$ cat src/rtl/assert_macros.svh
// Assertion macros shared by the RTL files.
// Each check runs on the rising edge of clk and is held off while rst_n is low.
`ifndef ASSERT_MACROS_SVH
`define ASSERT_MACROS_SVH

// Check that a property holds on every clock edge.
`define ASSERT_CLK(label, prop, msg) \
    label: assert property (@(posedge clk) disable iff (!rst_n) (prop)) else $error(msg);

// Check that the consequent holds in the same cycle as the antecedent.
`define ASSERT_IMPL(label, ante, cons, msg) \
    `ASSERT_CLK(label, (ante) |-> (cons), msg)

// Check that the consequent holds in the cycle after the antecedent.
`define ASSERT_NEXT(label, ante, cons, msg) \
    `ASSERT_CLK(label, (ante) |=> (cons), msg)

`endif

$ cat src/rtl/u8to16_pkg.sv
`default_nettype none

package u8to16_pkg;

    // Result status codes
    localparam logic [1:0] ST_OK       = 2'd0;
    localparam logic [1:0] ST_BAD_LEAD = 2'd1;
    localparam logic [1:0] ST_TRUNC    = 2'd2;

    // Queue between decode and emit
    localparam int QDepth = 4;
    localparam int QAw    = 2;

    localparam logic [20:0] SuppBase = 21'h10000;
    localparam logic [15:0] HiSurr   = 16'hD800;
    localparam logic [15:0] LoSurr   = 16'hDC00;

    typedef struct packed {
        logic [7:0] in_byte;
        logic       string_end;
    } byte_beat_t;

    typedef struct packed {
        logic [15:0] unit;
        logic        run_last;
        logic [1:0]  status;
    } unit_beat_t;

    // One decoded result: a single unit, or a code point to split into a pair
    typedef struct packed {
        logic        pair;
        logic [20:0] value;
        logic [1:0]  status;
    } entry_t;

    typedef struct packed {
        logic   valid;
        entry_t entry;
    } q_head_t;

endpackage

`default_nettype wire

$ cat src/rtl/utf8_to_utf16_transcoder.sv
`default_nettype none

// UTF-8 to UTF-16 transcoder. Takes one UTF-8 byte per beat on the byte
// channel and delivers UTF-16 code units on the unit channel. Each byte
// gives zero, one or two units: a lead byte that opens a sequence gives
// none, an ASCII byte or a completing continuation byte gives one unit, or
// a surrogate pair (two beats, run_last low on the first) for code points
// above 0xFFFF. Continuation bytes are not checked; only their low six bits
// are used. A lead byte 80-BF or F8-FF gives unit 0 with status 1, and a
// sequence still open on the byte flagged string_end gives unit 0 with
// status 2 and clears the decoder. The byte channel takes one byte every
// cycle while the four-entry result queue has room; the unit channel
// delivers one unit every cycle while results are queued and unit_stall
// is low. Each result passes through the result queue and the output beat
// register before its first unit shows at the output.

module utf8_to_utf16_transcoder (
    input  wire logic                   clk,
    input  wire logic                   rst_n,
    input  wire logic                   byte_valid,
    output logic                        byte_stall,
    input  wire u8to16_pkg::byte_beat_t byte_beat,
    output logic                        unit_valid,
    input  wire logic                   unit_stall,
    output u8to16_pkg::unit_beat_t      unit_beat
);

    // Decoded results travel from the front decoder to the emitter here
    logic                 push;
    u8to16_pkg::entry_t   push_entry;
    logic                 q_full;
    logic                 pop;
    u8to16_pkg::q_head_t  head;

    // Front: accept bytes, advance the sequence state, classify results
    u8to16_front u_front (
        .clk        (clk),
        .rst_n      (rst_n),
        .byte_valid (byte_valid),
        .byte_beat  (byte_beat),
        .byte_stall (byte_stall),
        .push       (push),
        .push_entry (push_entry),
        .q_full     (q_full)
    );

    // Queue: decouple decode from output backpressure
    u8to16_fifo u_fifo (
        .clk        (clk),
        .rst_n      (rst_n),
        .push       (push),
        .push_entry (push_entry),
        .full       (q_full),
        .pop        (pop),
        .head       (head)
    );

    // Back: split pairs into surrogate halves and hold each output beat
    u8to16_back u_back (
        .clk        (clk),
        .rst_n      (rst_n),
        .head       (head),
        .pop        (pop),
        .unit_valid (unit_valid),
        .unit_stall (unit_stall),
        .unit_beat  (unit_beat)
    );

endmodule

`default_nettype wire

$ cat src/rtl/u8to16_front.sv
`default_nettype none

`include "assert_macros.svh"

module u8to16_front (
    input  wire logic                   clk,
    input  wire logic                   rst_n,
    input  wire logic                   byte_valid,
    input  wire u8to16_pkg::byte_beat_t byte_beat,
    output logic                        byte_stall,
    output logic                        push,
    output u8to16_pkg::entry_t          push_entry,
    input  wire logic                   q_full
);

    logic [20:0] gathered_reg, gathered_next;
    logic [1:0]  pending_reg, pending_next;
    logic        accept;
    logic        has_result;
    logic        seq_open;
    logic [7:0]  b;
    logic [20:0] shifted;
    logic [1:0]  pend_dec;

    assign byte_stall = q_full;
    assign accept     = byte_valid && !q_full;
    assign b          = byte_beat.in_byte;
    assign shifted    = {gathered_reg[14:0], b[5:0]};
    assign pend_dec   = pending_reg - 2'd1;

    always_comb
    begin
        gathered_next = gathered_reg;
        pending_next  = pending_reg;
        has_result    = 1'b0;
        seq_open      = 1'b0;
        push_entry    = '{pair: 1'b0, value: '0, status: u8to16_pkg::ST_OK};

        if (pending_reg == 2'd0)
        begin
            if (b[7] == 1'b0)
            begin
                gathered_next    = '0;
                has_result       = 1'b1;
                push_entry.value = {13'd0, b};
            end
            else if (b[7:5] == 3'b110)
            begin
                gathered_next = {16'd0, b[4:0]};
                pending_next  = 2'd1;
                seq_open      = 1'b1;
            end
            else if (b[7:4] == 4'b1110)
            begin
                gathered_next = {17'd0, b[3:0]};
                pending_next  = 2'd2;
                seq_open      = 1'b1;
            end
            else if (b[7:3] == 5'b11110)
            begin
                gathered_next = {18'd0, b[2:0]};
                pending_next  = 2'd3;
                seq_open      = 1'b1;
            end
            else
            begin
                gathered_next     = '0;
                has_result        = 1'b1;
                push_entry.status = u8to16_pkg::ST_BAD_LEAD;
            end
        end
        else
        begin
            pending_next = pend_dec;
            if (pend_dec == 2'd0)
            begin
                gathered_next    = '0;
                has_result       = 1'b1;
                push_entry.pair  = (shifted[20:16] != 5'd0);
                push_entry.value = shifted;
            end
            else
            begin
                gathered_next = shifted;
                seq_open      = 1'b1;
            end
        end

        // Drop a sequence left open at string end
        if (seq_open && byte_beat.string_end)
        begin
            gathered_next     = '0;
            pending_next      = 2'd0;
            has_result        = 1'b1;
            push_entry.value  = '0;
            push_entry.status = u8to16_pkg::ST_TRUNC;
        end
    end

    assign push = accept && has_result;

    always_ff @(posedge clk or negedge rst_n)
    begin
        if (!rst_n)
        begin
            gathered_reg <= '0;
            pending_reg  <= '0;
        end
        else if (accept)
        begin
            gathered_reg <= gathered_next;
            pending_reg  <= pending_next;
        end
    end

    `ASSERT_IMPL(a_idle_clear, pending_reg == 2'd0, gathered_reg == 21'd0, "stale code point bits")

endmodule

`default_nettype wire

$ cat src/rtl/u8to16_fifo.sv
`default_nettype none

`include "assert_macros.svh"

module u8to16_fifo (
    input  wire logic                clk,
    input  wire logic                rst_n,
    input  wire logic                push,
    input  wire u8to16_pkg::entry_t  push_entry,
    output logic                     full,
    input  wire logic                pop,
    output u8to16_pkg::q_head_t      head
);

    u8to16_pkg::entry_t mem [u8to16_pkg::QDepth];

    logic [u8to16_pkg::QAw-1:0] wr_ptr_reg, rd_ptr_reg;
    logic [u8to16_pkg::QAw:0]   count_reg, count_next;

    assign full        = (count_reg == (u8to16_pkg::QAw+1)'(u8to16_pkg::QDepth));
    assign head.valid  = (count_reg != '0);
    assign head.entry  = mem[rd_ptr_reg];

    always_comb
    begin
        count_next = count_reg;
        if (push && !pop)
        begin
            count_next = count_reg + 1'b1;
        end
        else if (pop && !push)
        begin
            count_next = count_reg - 1'b1;
        end
    end

    always_ff @(posedge clk)
    begin
        if (push)
        begin
            mem[wr_ptr_reg] <= push_entry;
        end
    end

    always_ff @(posedge clk or negedge rst_n)
    begin
        if (!rst_n)
        begin
            wr_ptr_reg <= '0;
            rd_ptr_reg <= '0;
            count_reg  <= '0;
        end
        else
        begin
            if (push)
            begin
                wr_ptr_reg <= wr_ptr_reg + 1'b1;
            end
            if (pop)
            begin
                rd_ptr_reg <= rd_ptr_reg + 1'b1;
            end
            count_reg <= count_next;
        end
    end

    `ASSERT_IMPL(a_no_overflow, push, !full, "push into full queue")
    `ASSERT_IMPL(a_no_underflow, pop, count_reg != '0, "pop from empty queue")

endmodule

`default_nettype wire

$ cat src/rtl/u8to16_back.sv
`default_nettype none

`include "assert_macros.svh"

module u8to16_back (
    input  wire logic                 clk,
    input  wire logic                 rst_n,
    input  wire u8to16_pkg::q_head_t  head,
    output logic                      pop,
    output logic                      unit_valid,
    input  wire logic                 unit_stall,
    output u8to16_pkg::unit_beat_t    unit_beat
);

    logic                   out_valid_reg, out_valid_next;
    u8to16_pkg::unit_beat_t beat_reg, beat_next;
    logic                   half_reg, half_next;
    logic                   load;
    logic [20:0]            u;
    logic [15:0]            hi_unit, lo_unit;

    assign u       = head.entry.value - u8to16_pkg::SuppBase;
    assign hi_unit = u8to16_pkg::HiSurr + {5'd0, u[20:10]};
    assign lo_unit = u8to16_pkg::LoSurr + {6'd0, u[9:0]};
    assign load    = !out_valid_reg || !unit_stall;

    always_comb
    begin
        out_valid_next = out_valid_reg;
        beat_next      = beat_reg;
        half_next      = half_reg;
        pop            = 1'b0;
        if (load)
        begin
            out_valid_next = head.valid;
            if (head.valid)
            begin
                beat_next.status = head.entry.status;
                if (head.entry.pair && !half_reg)
                begin
                    beat_next.unit     = hi_unit;
                    beat_next.run_last = 1'b0;
                    half_next          = 1'b1;
                end
                else if (head.entry.pair)
                begin
                    beat_next.unit     = lo_unit;
                    beat_next.run_last = 1'b1;
                    half_next          = 1'b0;
                    pop                = 1'b1;
                end
                else
                begin
                    beat_next.unit     = head.entry.value[15:0];
                    beat_next.run_last = 1'b1;
                    pop                = 1'b1;
                end
            end
        end
    end

    always_ff @(posedge clk)
    begin
        beat_reg <= beat_next;
    end

    always_ff @(posedge clk or negedge rst_n)
    begin
        if (!rst_n)
        begin
            out_valid_reg <= 1'b0;
            half_reg      <= 1'b0;
        end
        else
        begin
            out_valid_reg <= out_valid_next;
            half_reg      <= half_next;
        end
    end

    assign unit_valid = out_valid_reg;
    assign unit_beat  = beat_reg;

    `ASSERT_IMPL(a_half_head, half_reg, head.valid && head.entry.pair, "low half lost its entry")
    `ASSERT_IMPL(a_mid_pair, out_valid_reg && !beat_reg.run_last, half_reg, "non-final beat w/o pair")

endmodule

`default_nettype wire
$ cat config.mk
export PLATFORM = sky130hd
export DESIGN_NAME = utf8_to_utf16_transcoder
export DESIGN_NICKNAME = d
export VERILOG_FILES = /design/src/rtl/u8to16_pkg.sv /design/src/rtl/utf8_to_utf16_transcoder.sv /design/src/rtl/u8to16_front.sv /design/src/rtl/u8to16_fifo.sv /design/src/rtl/u8to16_back.sv
export VERILOG_INCLUDE_DIRS = /design/src /design/src/rtl
export SDC_FILE = /design/constraint.sdc
export NUM_CORES = 1
export LEC_CHECK = 0
export BUFFER_PORTS_ARGS = -buffer_cell sky130_fd_sc_hd__buf_2
export CAP_MARGIN = 20
export CORE_ASPECT_RATIO = 1.2
export CORE_MARGIN = 2
export CORE_UTILIZATION = 34
export CTS_CLUSTER_DIAMETER = 120
export DETAILED_ROUTE_END_ITERATION = 12
export GPL_TIMING_DRIVEN = 0
export PLACE_DENSITY = 0.53
export SYNTH_ARGS = -nofsm -noshare
export SYNTH_HDL_FRONTEND = slang
export SYNTH_SLANG_ARGS = --single-unit
export TNS_END_PERCENT = 30
$ cat constraint.sdc
create_clock -name clk -period 4.65 [get_ports clk]
set_input_delay 0.6975 -clock clk [delete_from_list [all_inputs] [get_ports clk]]
set_output_delay 0.6975 -clock clk [all_outputs]
set_load 0.05 [all_outputs]
# After elaboration in Yosys (flattened, before gate mapping)
# Memories as Yosys holds them, arrays and structs flattened.
# Index checks and enable logic that the tools add are counted.
[op_classes] addsub=8 n_eq_ne=6 mux=47 reduce_logical=22
[ops] cell="$mux 15" count=4
[ops] cell="$mux 17" count=2
[ops] cell="$mux 23" count=1
[ops] cell="$mux 1" count=22
[ops] cell="$mux 22" count=1
[ops] cell="$mux 21" count=1
[ops] cell="$sub 21x17->21 const B" count=1
[ops] cell="$mux 2" count=10
[ops] cell="$add 15x11->16 const A" count=1
[ops] cell="$add 15x12->16 const A" count=1
[ops] cell="$mux 3" count=3
[ops] cell="$mux 7" count=1
[ops] cell="$eq 3x3->1 const B" count=2
[ops] cell="$logic_and 1x1->1" count=6
[ops] cell="$logic_not 1->1" count=6
[ops] cell="$reduce_and 3->1" count=2
[ops] cell="$eq 5x5->1 const B" count=1
[ops] cell="$mux 5" count=1
[ops] cell="$ne 5x5->1 const B" count=1
[ops] cell="$reduce_bool 5->1" count=1
[ops] cell="$add 2x1->2 const B" count=2
[ops] cell="$eq 4x4->1 const B" count=1
[ops] cell="$logic_not 2->1" count=2
[ops] cell="$mux 4" count=1
[ops] cell="other kinds (8)" count=9
[totals] ff_bits=45 mem_bits_rw=96 input_bits=13 out_inout_bits=21 word_cells=94 n_memories=1
[memory_table] memory="u_fifo.mem" depth=4 word_bits=24 read_ports=1 rd_ports_with_merged_regs=0 wr=1 line="u8to16_fifo.sv:15" text="u8to16_pkg::entry_t mem [u8to16_pkg::QDepth];"

# Logic depth before layout (Yosys ltp)
# Gate-level depths: netlist of run 1.
[logic_depth] word_depth=13 mapped_depth=11 mapped_depth_nobuf=9

# By module
# From an unflattened synthesis of run 1, not the netlist that was laid out.
[unflattened] cells_unflattened=319 hier_area_um2=5796.8
[modules_own_cells] module="u8to16_fifo" n_inst=1 cells_each=160 area_each_um2=3903.7 seq_area_each_um2=3057.9
[modules_own_cells] module="u8to16_front" n_inst=1 cells_each=102 area_each_um2=962.2 seq_area_each_um2=425.4
[modules_own_cells] module="u8to16_back" n_inst=1 cells_each=57 area_each_um2=930.9 seq_area_each_um2=620.6

# Worst setup path after synthesis of run 1
# OpenSTA, ideal clock, no wires.
[synth_path] path_type="flip-flop to flip-flop" start="reg u_fifo.count_reg[0] (netlist bit)" end="reg u_fifo.count_reg[1] (netlist bit)" setup_ps=125 arrival_ps=3046 path_slack_ps=1479 path_stages_with_launch=8 n_path_buf=0 cell_sequence="dfrtp_1 -> nor3b_1 -> nor2b_1 -> o31a_1 -> ha_1 -> inv_1 -> fa_1 -> mux2_2"
[synth_between] word_cells_on_any_way=16
[synth_rtl] item="from (decl)" line="u8to16_fifo.sv:18" text="logic [u8to16_pkg::QAw:0] count_reg, count_next;"
[synth_rtl] item="from (signal assigned)" line="u8to16_fifo.sv:63" text="count_reg <= count_next;"
[synth_rtl] item="$eq 3x3->1" line="u8to16_fifo.sv:20" text="assign full = (count_reg == (u8to16_pkg::QAw+1)'(u8to16_pkg::QDepth));"
[synth_rtl] item="via byte_stall" line="utf8_to_utf16_transcoder.sv:21" text="output logic byte_stall,"
[synth_rtl] item="$logic_not 1->1" line="u8to16_front.sv:26" text="assign accept = byte_valid && !q_full;"
[synth_rtl] item="$logic_and 1x1->1" line="u8to16_front.sv:26"
[synth_rtl] item="$logic_and 1x1->1" line="u8to16_front.sv:100" text="assign push = accept && has_result;"
[synth_rtl] item="via push" line="utf8_to_utf16_transcoder.sv:29" text="logic push;"
[synth_rtl] item="$logic_and 1x1->1" line="u8to16_fifo.sv:27" text="if (push && !pop)"
[synth_rtl] item="$mux 3" line="u8to16_fifo.sv:27"
[synth_rtl] item="via u_fifo.count_next (one bit)" line="u8to16_fifo.sv:18"
# The timed path passes the listed nets, and every way through them passes these cells. The select of a mux whose other input is x is not followed.
# A chain may end at the register's enable or synchronous reset.

# Worst setup path after layout of run 1
[layout_path] start="reg u_fifo.rd_ptr_reg[0] (netlist bit)" end="reg u_fifo.count_reg[1] (netlist bit)"
[layout_between] elab_chain_len=8 word_cells_on_any_way=10
[layout_lines] item="from (decl)" line="u8to16_fifo.sv:17" text="logic [u8to16_pkg::QAw-1:0] wr_ptr_reg, rd_ptr_reg;"
[layout_lines] item="from (signal assigned)" line="u8to16_fifo.sv:61" text="rd_ptr_reg <= rd_ptr_reg + 1'b1;"
[layout_lines] item="$mem_v2 4x24"
[layout_lines] item="$logic_and 1x1->1" line="u8to16_back.sv:39" text="if (head.entry.pair && !half_reg)"
[layout_lines] item="$mux 1" line="u8to16_back.sv:39"
[layout_lines] item="$mux 1" line="u8to16_back.sv:36" text="if (head.valid)"
[layout_lines] item="$mux 1" line="u8to16_back.sv:33" text="if (load)"
[layout_lines] item="$logic_not 1->1" line="u8to16_fifo.sv:27"
[layout_lines] item="$logic_and 1x1->1" line="u8to16_fifo.sv:27"
[layout_lines] item="$mux 3" line="u8to16_fifo.sv:27"
[layout_lines] item="via u_fifo.count_next (one bit)" line="u8to16_fifo.sv:18"
# The timed path passes the listed nets, and every way through them passes these cells.

==> results.toml, run 1 <==
[outcome]
status = "complete, no violations"

[critical_path]
cp_max_fo = 9
critPathMaxStageDelay_ns = 0.64
cp_cell_sequence = "buf_6, mux4_2, nand2b_2, buf_6, nand2_1, ha_1, inv_1, fa_1, mux2_2"
crit_buf_inv = 3
path_delay_family = "multiplexers"
cp.arrival_ns = 2.96
slowest_stage = "mux4_2"
endpoint_kind = "flip-flop"
critPathMostFrequentCell = "buf_6"
cp-start-kind = "flip-flop"
cp.required_ns = 4.95
critPathKind = "reg -> reg"

[cells_and_area]
syn_to_final_growth_pct = 21.1
largest_reg_flops = 96
drive_gt1_share_pct = 29.3
diodes = 0
nNetsFinal = 407

[logic_synthesis]
ys_types = 41
avgSynthCellArea_um2 = 17.2
ys_warn_count = 0
ys_ff_latch = 141
synth.cell_area_um2 = 5670
synthesis.instances = 329
ys_seq_area_share_pct = 72.3
synth_most_common_cell = "edfxtp_1"
netlist.area_leader.share_pct = 60.9
synthFlopType = "edfxtp_1"
synth_edf_count = 115
synthArstFlopShare_pct = 18.4
synth_common_cells = "115 x edfxtp_1, 31 x nand2_1, 26 x dfrtp_1"
synth_nets = 349
yosysTopAreaCell = "edfxtp_1"
synth.area.top_cells = "edfxtp_1 61%, dfrtp_1 11%, mux4_2 9.5%, and2_1 2.6%, nand2_1 2.1%"

[sta]
final-max-slew-violation-count = 0
maxSlewHeadroom_pct = 46.3
hold_violations = 0
tightest_slew_ns = 0.800
post-route-period-util_pct = 57.1
fmax_mhz = 376
rsz0062_at_grt = "no"
fin_setup_tns_ns = 0
skew_ns = 0.00894
setup-violations-final = 0
period_needed_ns = 2.66
whs_ns = 0.294

[floorplanning]
dieHeight_um = 146
start_util_pct = 34.9
core_um2 = 16300
placementRows = 51
die-area_um2 = 17700
die_x_um = 122
io_pins = 34

[placed_design]
portBuffers = 33
gp_congestion = 0.824
dp_hpwl_mm = 7.34

[power]
leakage_nw = 2.48
powerDensity_nw_per_um2 = 691
p_sw_share_pct = 31.5
p_total_w = 0.00475
p_clk_share_pct = 30.1
power_switching_w = 0.00150
pwr-share-comb_pct = 31.8
seq_power_share_pct = 38.1
internal_power_w = 0.00325
irDropWorstVdd_uv = 328

[global_route]
grt_max_degree = 27
grt_pass1_wl_mm = 16.7
grt_overflow = 0
grt_antenna_before_repair = 0
grt_pass1_vias = 3064
grt_usage_pct = 13.0

[drt]
drt-met1-wl_mm = 4.79
vias = 2881
drt-initial-drc-count = 136
drt-total-wl_mm = 10.6
firstDrtPassIters = 4
viasPerCell = 4.71
routedWlPerCell_um = 17.3
wl_met2_mm = 5.30
top_layer = "met4"
drc = 0
ant_nets = 0
routed-wl-met3_um = 330

[flow_run]
drv_cap = 0

[cts]
clock-root-buffer = "clkbuf_16"
postCtsSetupRepairBufs = 0
cts_sinks = 141
cts-buffers-inserted = 17
cts_resized = 0
hold_buffers = 0
clock_latency_ns = 0.42
cts_tree = "built"
htree_levels = 4
clk_path_buf_depth = 2
clk_pin_slew_ns = 0.06

[worst_hold_path]
hold_path_class = "in -> async"
==> metrics by stage <==
step	utilization [%]	instance area [µm²]	setup slack, ns	std cells
5_1_grt	42.2	6870	1.82	612
6_report	42.2	6870	1.99	612
3_5_place_dp	38.3	6230	1.71	579
3_3_place_gp	37.5	6100	0.470	574
4_1_cts	42.2	6870	1.94	611
2_1_floorplan	-	5670	1.48	329
==> cells in the final DEF, fill, tap and decap left out, types with 2 or more instances in the layout <==
| cell type | instances |
|---|---|
| xor2_1 | 3 |
| mux4_2 | 24 |
| nand3_1 | 3 |
| edfxtp_1 | 115 |
| clkinv_2 | 4 |
| inv_1 | 8 |
| a22o_1 | 3 |
| clkbuf_1 | 6 |
| clkinvlp_4 | 3 |
| mux2_2 | 8 |
| clkbuf_8 | 3 |
| and2_1 | 24 |
| nand2b_1 | 2 |
| nand2_1 | 31 |
| bufinv_16 | 4 |
| buf_2 | 38 |
| dfrtp_1 | 26 |
| nor3_1 | 3 |
| a21oi_1 | 3 |
| ha_1 | 6 |
| or2_2 | 4 |
| buf_6 | 3 |
| xnor2_1 | 7 |
| o21ai_0 | 17 |
| buf_16 | 4 |
| clkbuf_16 | 17 |
| nor2_1 | 5 |
| nor2b_1 | 3 |
==> layer usage <==
metal	up-vias	global-route usage, %
met2	49	20.4
met3	6	3.88
li1	1373	-
met5	-	0
met1	1453	16.6
met4	0	6.15
==> power by group through the flow <==
stage / logic [W] / clock network [W] / registers, W
2_1_floorplan: 0.000817 / 0 / 0.00213
3_3_place_gp: 0.00146 / 0 / 0.00183
3_5_place_dp: 0.00155 / 0 / 0.00184
4_1_cts: 0.00156 / 0.00146 / 0.00181
5_1_grt: 0.00165 / 0.00150 / 0.00184
6_report: 0.00151 / 0.00143 / 0.00181
==> kinds of logic after synthesis <==
family                   after synthesis  synth area share, %
multiplexers                          32                 11.1
adder cells (fa/ha/maj)                7                 1.68
AO/OA/AOI/OAI                         35                 3.82
buffers and inverters                 22                 1.96
flip-flops                           141                 72.3
XOR/XNOR                              10                 1.54
AND/OR/NAND/NOR                       82                 7.56
==> path summary, 6_finish.rpt <==
path | startpoint | to | slack [ns] | depth (start not counted)
hold reg to reg | u_back.half_reg$_DFFE_PN0P_ | u_back.half_reg$_DFFE_PN0P_ | 0.46 | 1
hold / removal | rst_n | u_front.pending_reg[0]$_DFFE_PN0P_ | 0.29 | 1
setup / recovery | u_fifo.rd_ptr_reg[0]$_DFFE_PN0P_ | u_fifo.count_reg[1]$_DFFE_PN0P_ | 1.99 | 9
setup reg to reg | u_fifo.rd_ptr_reg[0]$_DFFE_PN0P_ | u_fifo.count_reg[1]$_DFFE_PN0P_ | 1.99 | 9
max in group asynchronous | rst_n | u_fifo.rd_ptr_reg[1]$_DFFE_PN0P_ | 3.94 | 1
min in group clk | u_back.half_reg$_DFFE_PN0P_ | u_back.half_reg$_DFFE_PN0P_ | 0.46 | 1
==> area by class of cell <==
type                            count  area, µm²
Sequential cell                   141       4100
Multi-Input combinational cell    166       1460
Clock inverter                     12        166
Inverter                            8       30.0
Fill cell                        1487       9400
Timing Repair Buffer               39        295
Buffer                             14       81.3
Tap cell                          212        265
Clock buffer                       20        467
Note: power is estimated with default switching activity, not from simulation.
==> inputs of run 2 (changes only) <==
--- a/config.mk
+++ b/config.mk
@@ -14,7 +14,7 @@
 export CTS_CLUSTER_DIAMETER = 120
 export DETAILED_ROUTE_END_ITERATION = 12
 export GPL_TIMING_DRIVEN = 0
-export PLACE_DENSITY = 0.53
+export PLACE_DENSITY = 0.54
 export SYNTH_ARGS = -nofsm -noshare
 export SYNTH_HDL_FRONTEND = slang
 export SYNTH_SLANG_ARGS = --single-unit
==> constraint.sdc (replaced) <==
create_clock -name clk -period 2.25 [get_ports clk]
set_input_delay 0.3375 -clock clk [delete_from_list [all_inputs] [get_ports clk]]
set_output_delay 0.3375 -clock clk [all_outputs]
set_load 0.05 [all_outputs]
==> run 2 against run 1 <==
Compared with the run above: sequential share of layout area down 0.96 points; setup slack worse by 2.0 ns; routed wire length up 9.2%; first-iteration DRC count up 24%; hold slack worse by 0.14 ns; largest power group unchanged.
==> results.toml, run 2 (synthesized netlist as in run 1, its figures left out) <==
[sta]
setup-violations-final = 0
skew_ns = 0.00672
fmax_mhz = 450
post-route-period-util_pct = 98.7
final-max-slew-violation-count = 0
hold_violations = 0
fin_setup_tns_ns = 0
rsz0062_at_grt = "yes"
period_needed_ns = 2.22
tightest_slew_ns = 1.01
maxSlewHeadroom_pct = 31.0

[cells_and_area]
drive_gt1_share_pct = 33.7
seqCellArea_um2 = 4100
diodes = 0
largest_reg_flops = 96
fillers = 1461
layout_common_cells = "115 x edfxtp_1, 38 x buf_2, 30 x nand2_1"
multiInputGateArea_um2 = 1570
final_common_cell = "edfxtp_1"
syn_to_final_growth_pct = 23.1
nNetsFinal = 420
stdcell_count = 624

[global_route]
use_met2_pct = 23.9
grt_max_degree = 27
grt_antenna_before_repair = 0
grt_overflow = 0
grt_pass1_wl_mm = 18.1
grt_pass1_vias = 3204
met1_usage_pct = 17.3
grt_busiest_layer = "met2"
grt_usage_pct = 14.2
grt.met3_usage_pct = 2.66

[critical_path]
endpoint_kind = "flip-flop"
critPathKind = "reg -> reg"
cp_max_fo = 2
cp.required_ns = 2.55
cp.arrival_ns = 2.52
cp-start-kind = "flip-flop"
reg2reg_depth = 8

[drt]
drc = 0
firstDrtPassIters = 4
viasPerCell = 4.76
vias = 2969
ant_nets = 0
drt-total-wl_mm = 11.5
drt-initial-drc-count = 169
routedWlPerCell_um = 18.5

[cts]
clk_path_buf_depth = 2
cts_tree = "built"
htree_levels = 4
clk_pin_slew_ns = 0.06
clock-root-buffer = "clkbuf_16"
cts_sinks = 141
cts-buffers-inserted = 17
clock_latency_ns = 0.42

[power]
powerDensity_nw_per_um2 = 1430
irDropWorstVdd_uv = 558
leakage_nw = 2.54

[floorplanning]
placementRows = 51
die_x_um = 122
die-area_um2 = 17700
io_pins = 34
start_util_pct = 34.9
core_um2 = 16300
dieHeight_um = 146

[worst_hold_path]
hold_path_class = "in -> reg"
min_path_cells = 2

[placed_design]
dp_hpwl_mm = 7.43
gp_congestion = 0.827
portBuffers = 33
dp_cells = 578

[outcome]
status = "complete, no violations"

[flow_run]
drv_cap = 0
run 2: area by class of cell:
type | count | area share, %
Sequential cell | 141 | 58.8
Clock inverter | 13 | 2.49
Timing Repair Buffer | 52 | 4.87
Buffer | 13 | 1.06
Inverter | 8 | 0.430
Multi-Input combinational cell | 167 | 22.4
Tap cell | 212 | 3.80
Clock buffer | 18 | 6.14
run 2: layer usage:
metal	vias to the layer above	share of wire, %
li1	1393	-
met1	1493	43
met2	68	51
met3	15	3.1
met4	0	2.2
met5	-	0
run 2: path summary, 6_finish.rpt:
kind / startpoint / end / slack, ns
max in group asynchronous: rst_n / u_front.gathered_reg[10]$_DFFE_PN0P_ / 1.37
min reg2reg: u_back.half_reg$_DFFE_PN0P_ / u_back.half_reg$_DFFE_PN0P_ / 0.48
max reg2reg: u_fifo.rd_ptr_reg[0]$_DFFE_PN0P_ / u_fifo.count_reg[1]$_DFFE_PN0P_ / 0.03
min in group asynchronous: rst_n / u_front.pending_reg[0]$_DFFE_PN0P_ / 0.47
max: u_fifo.rd_ptr_reg[0]$_DFFE_PN0P_ / u_fifo.count_reg[1]$_DFFE_PN0P_ / 0.03
min: byte_beat[1] / u_front.gathered_reg[0]$_DFFE_PN0P_ / 0.16
run 2: what timing repair did:
action / in CTS / in global routing
hold buffers: 1 / 0
pin swaps: 3 / 5
buffers inserted: 8 / 6
setup endpoints to repair: 98 / 14
gates cloned: 1 / 0
resized for setup: 14 / 3
endpoints found under the hold margin: 26 / 0
run 2: power breakdown:
| part | internal, W | total [W] | leakage, nW | switching (W) |
|---|---|---|---|---|
| sequential | 0.00357 | 0.00377 | 1.42 | 0.000203 |
| clock | 0.00183 | 0.00285 | 0.287 | 0.00102 |
| combinational | 0.00134 | 0.00336 | 0.825 | 0.00202 |
run 2: worst max-delay path, stage by stage (launching register included):
cell and delay (ns):
dfrtp_1 0.33, buf_6 0.11, mux4_2 0.54, nand2b_4 0.14, nand2_4 0.07, ha_4 0.17, inv_2 0.05, fa_1 0.41
mux2_4 0.28
run 2: metrics by stage:
step	hold slack (ns)	total power [W]	instance area (µm²)	setup WS, ns	util, %
2_1_floorplan	0.0419	0.00617	5720	-0.0497	-
3_3_place_gp	0.377	0.00690	6150	-0.641	37.8
3_5_place_dp	0.401	0.00702	6210	-0.461	38.2
4_1_cts	0.136	0.0101	6950	-0.0266	42.7
5_1_grt	0.163	0.0105	6980	-0.0333	42.9
6_report	0.157	0.00999	6980	0.0299	42.9
==> inputs of run 3 (changes only) <==
--- a/config.mk
+++ b/config.mk
@@ -14,7 +14,7 @@
 export CTS_CLUSTER_DIAMETER = 120
 export DETAILED_ROUTE_END_ITERATION = 12
 export GPL_TIMING_DRIVEN = 0
-export PLACE_DENSITY = 0.54
+export PLACE_DENSITY = 0.53
 export SYNTH_ARGS = -nofsm -noshare
 export SYNTH_HDL_FRONTEND = slang
 export SYNTH_SLANG_ARGS = --single-unit
==> constraint.sdc (replaced) <==
create_clock -name clk -period 2.5 [get_ports clk]
set_input_delay 0.375 -clock clk [delete_from_list [all_inputs] [get_ports clk]]
set_output_delay 0.375 -clock clk [all_outputs]
set_load 0.05 [all_outputs]
==> run 3 against run 2 <==
Compared with the run above: non-clock buffer count down 5; final cell count fell by 0.64%; critical path depth grew 1; die area stayed put; clock skew down 0.0016 ns; via count is 0.57% higher; largest cell class unchanged.
==> results.toml, run 3 (synthesized netlist as in run 1, its figures left out) <==
[sta]
fmax_mhz = 419
whs_ns = 0.199
period_needed_ns = 2.38
maxSlewHeadroom_pct = 46.3
post-route-period-util_pct = 95.4
hold_violations = 0
tightest_slew_ns = 0.805
skew_ns = 0.00515
rsz0062_at_grt = "yes"
setup-violations-final = 0
final-max-slew-violation-count = 0

[floorplanning]
placementRows = 51
die-area_um2 = 17700
die_x_um = 122
start_util_pct = 34.9
dieHeight_um = 146
core_um2 = 16300
io_pins = 34

[global_route]
grt_antenna_before_repair = 0
grt_overflow = 0
grt_max_degree = 27
grt_usage_pct = 14.1
grt_pass1_vias = 3164
grt_pass1_wl_mm = 18.0

[cts]
clk_path_buf_depth = 2
cts_tree = "built"
clk_pin_slew_ns = 0.06
clock-root-buffer = "clkbuf_16"
cts-buffers-inserted = 17
htree_levels = 4
cts_sinks = 141
clock_latency_ns = 0.42

[worst_hold_path]
hold_path_class = "in -> reg"

[drt]
drt-initial-drc-count = 194
vias = 2986
firstDrtPassIters = 4
ant_nets = 0
drc = 0
routedWlPerCell_um = 18.2
drt-total-wl_mm = 11.3
viasPerCell = 4.82

[flow_run]
drv_cap = 0

[critical_path]
cp_max_fo = 9
cp.required_ns = 2.80
cp-start-kind = "flip-flop"
endpoint_kind = "flip-flop"
cp.arrival_ns = 2.69
critPathKind = "reg -> reg"

[cells_and_area]
nNetsFinal = 415
diodes = 0
syn_to_final_growth_pct = 23.4
largest_reg_flops = 96
layout_common_cells = "115 x edfxtp_1, 38 x buf_2, 30 x nand2_1"
drive_gt1_share_pct = 31.9
fillers = 1456
final_common_cell = "edfxtp_1"
final_core_util_pct = 43.0

[placed_design]
portBuffers = 33
gp_congestion = 0.829
dp_hpwl_mm = 7.34

[power]
leakage_nw = 2.55
p_total_w = 0.00913
powerDensity_nw_per_um2 = 1300
irDropWorstVdd_uv = 493

[outcome]
status = "complete, no violations"
[run 3: cell types whose count changed in the layout (fill, tap and decap cells not counted), sizes merged]
cell,previous run,this run
buf,58,52
bufinv,4,6
clkbuf,24,23
clkinv,6,7
clkinvlp,3,2
dlymetal6s2s,0,1
[run 3: cell type report]
type                       instances  area (µm²)  share of cell area [%]
tap                              212         265                    3.79
multi-input combinational        167        1510                    21.6
inverter                           8        30.0                   0.429
sequential                       141        4110                    58.6
buffer                            14        85.1                    1.22
timing repair buffer              46         350                    5.00
clock inverter                    15         225                    3.22
clock buffer                      17         425                    6.08
[run 3: path summary, 6_finish.rpt]
check,from,to,slack (ns),cells past startpoint
min,byte_beat[1],u_front.gathered_reg[0]$_DFFE_PN0P_,0.20,2
max in group asynchronous,rst_n,u_fifo.count_reg[1]$_DFFE_PN0P_,1.56,2
min reg2reg,u_back.half_reg$_DFFE_PN0P_,u_back.half_reg$_DFFE_PN0P_,0.46,1
min in group asynchronous,rst_n,u_front.pending_reg[1]$_DFFE_PN0P_,0.51,2
max,u_fifo.rd_ptr_reg[0]$_DFFE_PN0P_,u_fifo.count_reg[1]$_DFFE_PN0P_,0.12,9
max reg2reg,u_fifo.rd_ptr_reg[0]$_DFFE_PN0P_,u_fifo.count_reg[1]$_DFFE_PN0P_,0.12,9
[run 3: power breakdown]
part           internal [W]  switching [W]
clock               0.00185       0.000921
sequential          0.00322       0.000177
combinational       0.00119        0.00178
[run 3: stage by stage]
stage	setup TNS, ns	area, µm²	setup WS (ns)	instances
3_5_place_dp	-5.64	6240	-0.230	578
6_report	0	7000	0.116	620
4_1_cts	-0.0709	6930	-0.0709	613
5_1_grt	-0.0397	7000	-0.0324	620
3_3_place_gp	-37.13	6130	-0.389	574
2_1_floorplan	0	5700	0.121	329
[run 3: critical path: stages, from the launching register on]
cell	delay [ns]
dfrtp_1	0.34
buf_6	0.13
mux4_2	0.53
nand2b_2	0.10
buf_8	0.15
nand2_2	0.08
ha_2	0.21
inv_1	0.08
fa_1	0.38
mux2_2	0.26
[run 3: repair_timing]
item	CTS	global route
hold buffers	1	0
buffers inserted	1	6
gates resized for setup	7	4
endpoints found under the hold margin	26	0
pin swaps	0	2
setup endpoints to repair	52	2
gates cloned	1	0
[run 3: metal layers]
metal	track usage, %	wire, µm
met5	0	0
met4	6.67	292
met2	22.9	5690
met1	17.6	4840
met3	3.37	462
